===== src/hw/rtl/gtp_pkg.sv =====
// Package for the group tag policy table: field widths, command and status codes,
// and the packed payload, rule and token types. No dependencies.
`default_nettype none
package gtp_pkg;

    localparam int TAG_W         = 14;
    localparam int IDX_W         = 6;
    localparam int DEF_MAX_RULES = 64;

    localparam logic [1:0] CMD_APPLY = 2'd0;
    localparam logic [1:0] CMD_ADD   = 2'd1;
    localparam logic [1:0] CMD_DEL   = 2'd2;
    localparam logic [1:0] CMD_CLEAR = 2'd3;

    localparam logic [1:0] STAT_OK    = 2'd0;
    localparam logic [1:0] STAT_FULL  = 2'd1;
    localparam logic [1:0] STAT_NOTFD = 2'd2;

    typedef struct packed {
        logic [1:0]       cmd;
        logic [TAG_W-1:0] src_tag;
        logic [TAG_W-1:0] dst_tag;
        logic             rule_permit;
    } t_in;

    typedef struct packed {
        logic             permit;
        logic             matched;
        logic [IDX_W-1:0] match_index;
        logic [1:0]       status;
    } t_out;

    typedef struct packed {
        logic [TAG_W-1:0] src;
        logic [TAG_W-1:0] dst;
        logic             act;
    } t_rule;

    typedef struct packed {
        logic             vld;
        logic [1:0]       cmd;
        logic [TAG_W-1:0] src;
        logic [TAG_W-1:0] dst;
        logic             act;
        logic             hit;
        logic [IDX_W-1:0] idx;
        logic             hact;
    } t_tok;

endpackage
`default_nettype wire


===== src/hw/rtl/gtp_cell.sv =====
// One rule slot of the policy table chain: holds a rule, acts on the passing command token.
// Depends on gtp_pkg.
`default_nettype none
module gtp_cell
    import gtp_pkg::*;
#(
    parameter int CNT_W = 7,
    parameter int IDX   = 0
) (
    input  wire              i_clk,
    input  wire              i_rst_n,
    input  t_tok             i_tok,
    input  wire [CNT_W-1:0]  i_rem,
    output t_tok             o_tok,
    output logic [CNT_W-1:0] o_rem,
    input  t_rule            i_nbr,
    output t_rule            o_rule,
    input  wire              i_shift
);

    t_tok             r_tok;
    t_tok             n_tok;
    logic [CNT_W-1:0] r_rem;
    logic [CNT_W-1:0] n_rem;
    t_rule            r_rule;
    logic             r_sh;
    logic             live;
    logic             amatch;
    logic             xmatch;
    logic             hit_here;
    logic             add_here;

    always_comb begin
        live   = (i_rem != '0);
        amatch = ((r_rule.src == '0) || (r_rule.src == i_tok.src)) &&
                 ((r_rule.dst == '0) || (r_rule.dst == i_tok.dst));
        xmatch = (r_rule.src == i_tok.src) && (r_rule.dst == i_tok.dst);
        hit_here = i_tok.vld && live && !i_tok.hit &&
                   (((i_tok.cmd == CMD_APPLY) && amatch) ||
                    ((i_tok.cmd == CMD_DEL) && xmatch));
        add_here = i_tok.vld && !live && !i_tok.hit && (i_tok.cmd == CMD_ADD);
        n_tok = i_tok;
        if (hit_here) begin
            n_tok.hit  = 1'b1;
            n_tok.idx  = IDX_W'(IDX);
            n_tok.hact = r_rule.act;
        end
        if (add_here) begin
            n_tok.hit = 1'b1;
        end
        n_rem = live ? (i_rem - CNT_W'(1)) : i_rem;
    end

    always_ff @(posedge i_clk) begin
        if (!i_rst_n) begin
            r_tok.vld <= 1'b0;
        end else begin
            r_tok <= n_tok;
        end
    end

    always_ff @(posedge i_clk) begin
        r_rem <= n_rem;
        if (i_tok.vld) begin
            r_sh <= n_tok.hit;
        end
        if (add_here) begin
            r_rule <= '{src: i_tok.src, dst: i_tok.dst, act: i_tok.act};
        end else if (i_shift && r_sh) begin
            r_rule <= i_nbr;
        end
    end

    assign o_tok  = r_tok;
    assign o_rem  = r_rem;
    assign o_rule = r_rule;

endmodule
`default_nettype wire


===== config.mk =====
export PLATFORM = sky130hd
export DESIGN_NAME = gtp_cell
export DESIGN_NICKNAME = d
export VERILOG_FILES = /design/src/hw/rtl/gtp_pkg.sv /design/src/hw/rtl/gtp_cell.sv
export SDC_FILE = /design/constraint.sdc
export NUM_CORES = 1
export LEC_CHECK = 0
export BUFFER_PORTS_ARGS = -buffer_cell sky130_fd_sc_hd__buf_2
export CAP_MARGIN = 20
export CORE_ASPECT_RATIO = 1.4
export CORE_MARGIN = 1.5
export CORE_UTILIZATION = 25
export DETAILED_ROUTE_END_ITERATION = 6
export GPL_TIMING_DRIVEN = 0
export HOLD_SLACK_MARGIN = 0.06
export PLACE_DENSITY = 0.49
export SYNTH_ARGS = -nofsm -noshare
export SYNTH_HDL_FRONTEND = slang
export SYNTH_SLANG_ARGS = --single-unit

===== constraint.sdc =====
create_clock -name i_clk -period 5.4 [get_ports i_clk]
set_input_delay 0.54 -clock i_clk [delete_from_list [all_inputs] [get_ports i_clk]]
set_output_delay 0.54 -clock i_clk [all_outputs]
set_load 0.05 [all_outputs]

==> impl_metrics.yaml <==
synth:
  synth-main-ff-cell: "edfxtp_1"
  netlist_top_cells_count: "69 x edfxtp_1, 30 x xor2_1, 29 x mux2_4"
  avgSynthCellArea_sq_um: 17.5
  postSynthCellCount: 191
  synth_seq_cells: 77
  synthArstFlopShare: 0
  synth_edf_count: 69
  synth_nets: 271
  ys_seq_area_frac: 0.669
  synth.most_common_cell: "edfxtp_1"
  yosys_warnings: 0
  netlist_top_cells_area: "edfxtp_1 62%, mux2_4 13%, xor2_1 7.9%"
  synth.distinct_cells: 25
  synthesis.area_sq_um: 3330
  synth_top_cell_by_area: "edfxtp_1"
  yosysTopAreaCellShare: 0.621
clock_tree:
  clk_path_buf_depth: 2
  htreeDepth: 3
  postCtsSetupRepairBufs: 0
  cts_hold_buf: 0
  cts-root-buf: "clkbuf_16"
  cts_buffers: 9
  clk_pin_slew_ns: 0.06
  post_cts_resize_count: 0
  insertion_delay_ns: 0.33
  cts_tree: "yes"
  clock-sinks: 77
setup_path:
  start_kind: "input port"
  cp_data_required_time_ns: 5.44
  crit_slowest_cell: "nand2_1"
  path_buf_inv: 4
  r2r_start: "o_rule[13]"
  worstPathMaxFanout: 15
  reg2reg_slack_ns: 2.91
  reg2reg_to: "o_tok[0]"
  critical_path_arrival_ns: 3.01
  crit_path_end_kind: "flop"
  rr_worst_depth: 5
  crit_chain: "buf_2 -> inv_1 -> ha_1 -> or3b_4 -> nor4_4 -> nand4b_4 -> buf_6 -> nand2_1 -> buf_16"
  path_delay_family: "simple AND/OR/NAND/NOR gates"
  crit_type: "input port to flop"
  slowest_delay_ns: 0.59
floorplan:
  die_w_microns: 101
  dieArea_sq_um: 14000
  num_rows: 49
  core_area_sq_um: 12900
  start_util: 0.258
  die_h_microns: 140
  io_pins: 155
layout:
  fin_area_sq_um: 4610
  fin_nets: 437
  drive_above_1_share: 0.565
  area_growth_pct: 38.2
  postLayoutCoreUtil: 0.356
  fillers: 1299
timing:
  max_freq_mhz: 337
  final_max_slew_viol_count: 0
  period_share: 0.550
  worst_slack_ns: 2.43
  worstMarginPinSlew_ns: 1.00
  hold_viol_final: 0
  slew_headroom: 0.331
  whs_ns: 0.408
  setup_viol: 0
  fin_setup_tns_ns: 0
  post-route-min-period_ns: 2.97
  rsz0062_at_grt: "no"
  skew_ns: 0.00730
routing:
  drt_iter0_markers: 55
  wirelength_mm: 8.73
  postRouteAntennaNets: 0
  wl_met2_mm: 4.66
  wl_met1_mm: 3.40
  dr_wl_met3_microns: 535
  vias_per_cell: 4.13
  wl_per_cell_microns: 16.2
  drc: 0
  top_layer_used: "met4"
  vias: 2232
  first_pass_iters: 4
outcome:
  outcome: "finished, final reports clean"
global_routing:
  grt_max_degree: 41
  overflow: 0
  grt_pass1_vias: 2431
  grt_util_all_layers: 0.126
  grt_pass1_wl_mm: 13.1
  antenna_found_initial: 1
power_and_ir_drop:
  leakagePower_nw: 2.04
  ir_drop_mv: 0.128
  power_density_nw_per_um2: 329
place:
  dp_slack_ns: 2.00
  io_buffer_count: 154
  dp_hpwl_mm: 6.70
  place_congestion: 0.712
  place_area_sq_um: 4360
job:
  maxCapViolations: 0
worst_hold_path:
  hold_depth: 1
  hold_end: "o_tok[8]"
  worstHoldStart: "i_tok[8]"
  min_path_type: "input port to flop"
-- per-stage QoR --
| stage | instances | power (mW) |
|---|---|---|
| 2_1_floorplan | 191 | 0.905 |
| 3_3_place_gp | 523 | 0.999 |
| 3_5_place_dp | 524 | 1.00 |
| 4_1_cts | 539 | 1.54 |
| 5_1_grt | 539 | 1.58 |
| 6_report | 540 | 1.52 |
-- power breakdown --
| group | total [mW] | switching [mW] | internal, mW |
|---|---|---|---|
| combinational | 0.275 | 0.197 | 0.0778 |
| clock | 0.529 | 0.223 | 0.306 |
| sequential | 0.712 | 0.0169 | 0.695 |
-- cell families (layout without fill, tap and decap cells) --
| family | count (synthesis) | count (layout) | share of synthesized area |
|---|---|---|---|
| compound gates | 2 | 2 | 0.00713 |
| mux | 31 | 31 | 0.137 |
| fa+ha+maj | 1 | 1 | 0.00375 |
| xor+xnor | 33 | 33 | 0.0867 |
| other cells | 0 | 1 | 0 |
| buf+inv | 6 | 176 | 0.0135 |
| flops | 77 | 77 | 0.669 |
| simple gates | 41 | 41 | 0.0825 |
-- layout by cell type, fill, tap and decap left out --
cell type / instances
buf_2: 154
edfxtp_1: 69
xor2_1: 30
mux2_4: 29
nor4_1: 12
clkbuf_16: 9
dfxtp_1: 8
nor2_1: 6
nor2b_1: 5
nand4_1: 4
inv_1: 3
buf_6: 3
nor3_1: 3
xnor2_1: 3
clkbuf_1: 3
or3_1: 2
nand2_1: 2
and2b_1: 2
clkinv_2: 2
diode_2: 1
or3b_4: 1
nor4_4: 1
nand4b_4: 1
or3b_2: 1
a221oi_2: 1
mux2_2: 1
mux2i_1: 1
o31a_1: 1
and2_1: 1
ha_1: 1
clkinv_1: 1
buf_16: 1
-- cell type report --
cell class / count / area, sq um / area share
clock inverters: 3 / 13.8 / 0.00299
inverters: 3 / 11.3 / 0.00244
multi-input cells: 108 / 1060 / 0.229
repair buffers: 155 / 798 / 0.173
flip-flops and latches: 77 / 2230 / 0.484
diodes: 1 / 2.50 / 0.000543
clock buffers: 12 / 236 / 0.0513
plain buffers: 3 / 33.8 / 0.00733
well taps: 178 / 223 / 0.0483
-- sequential cells by signal, indices dropped and copies added (netlist names) --
| name | cells |
|---|---|
| o_rule | 29 |
| r_sh | 1 |
| o_tok | 40 |
| o_rem | 7 |
-- worst max-delay path by stage --
| stage | cells after the start | slack [ns] | endpoint | startpoint |
|---|---|---|---|---|
| finish | 9 | 2.43 | o_rule[15] | i_rem[1] |
| global route | 9 | 2.20 | o_rule[15] | i_rem[1] |
| CTS | 9 | 2.35 | o_rule[22] | i_rem[0] |
| detailed placement | 9 | 2.00 | o_rule[11] | i_rem[0] |
| global placement | 8 | 1.70 | o_rule[14] | i_rem[0] |
| floorplan | 7 | 2.47 | o_rule[0] | i_rem[1] |
-- routing by layer --
| metal | global-route usage | vias up |
|---|---|---|
| li1 | - | 1060 |
| met1 | 0.133 | 1073 |
| met2 | 0.229 | 93 |
| met3 | 0.0367 | 6 |
| met4 | 0.0497 | 0 |
| met5 | 0 | - |
No activity file was read; power rests on OpenSTA's default activity.
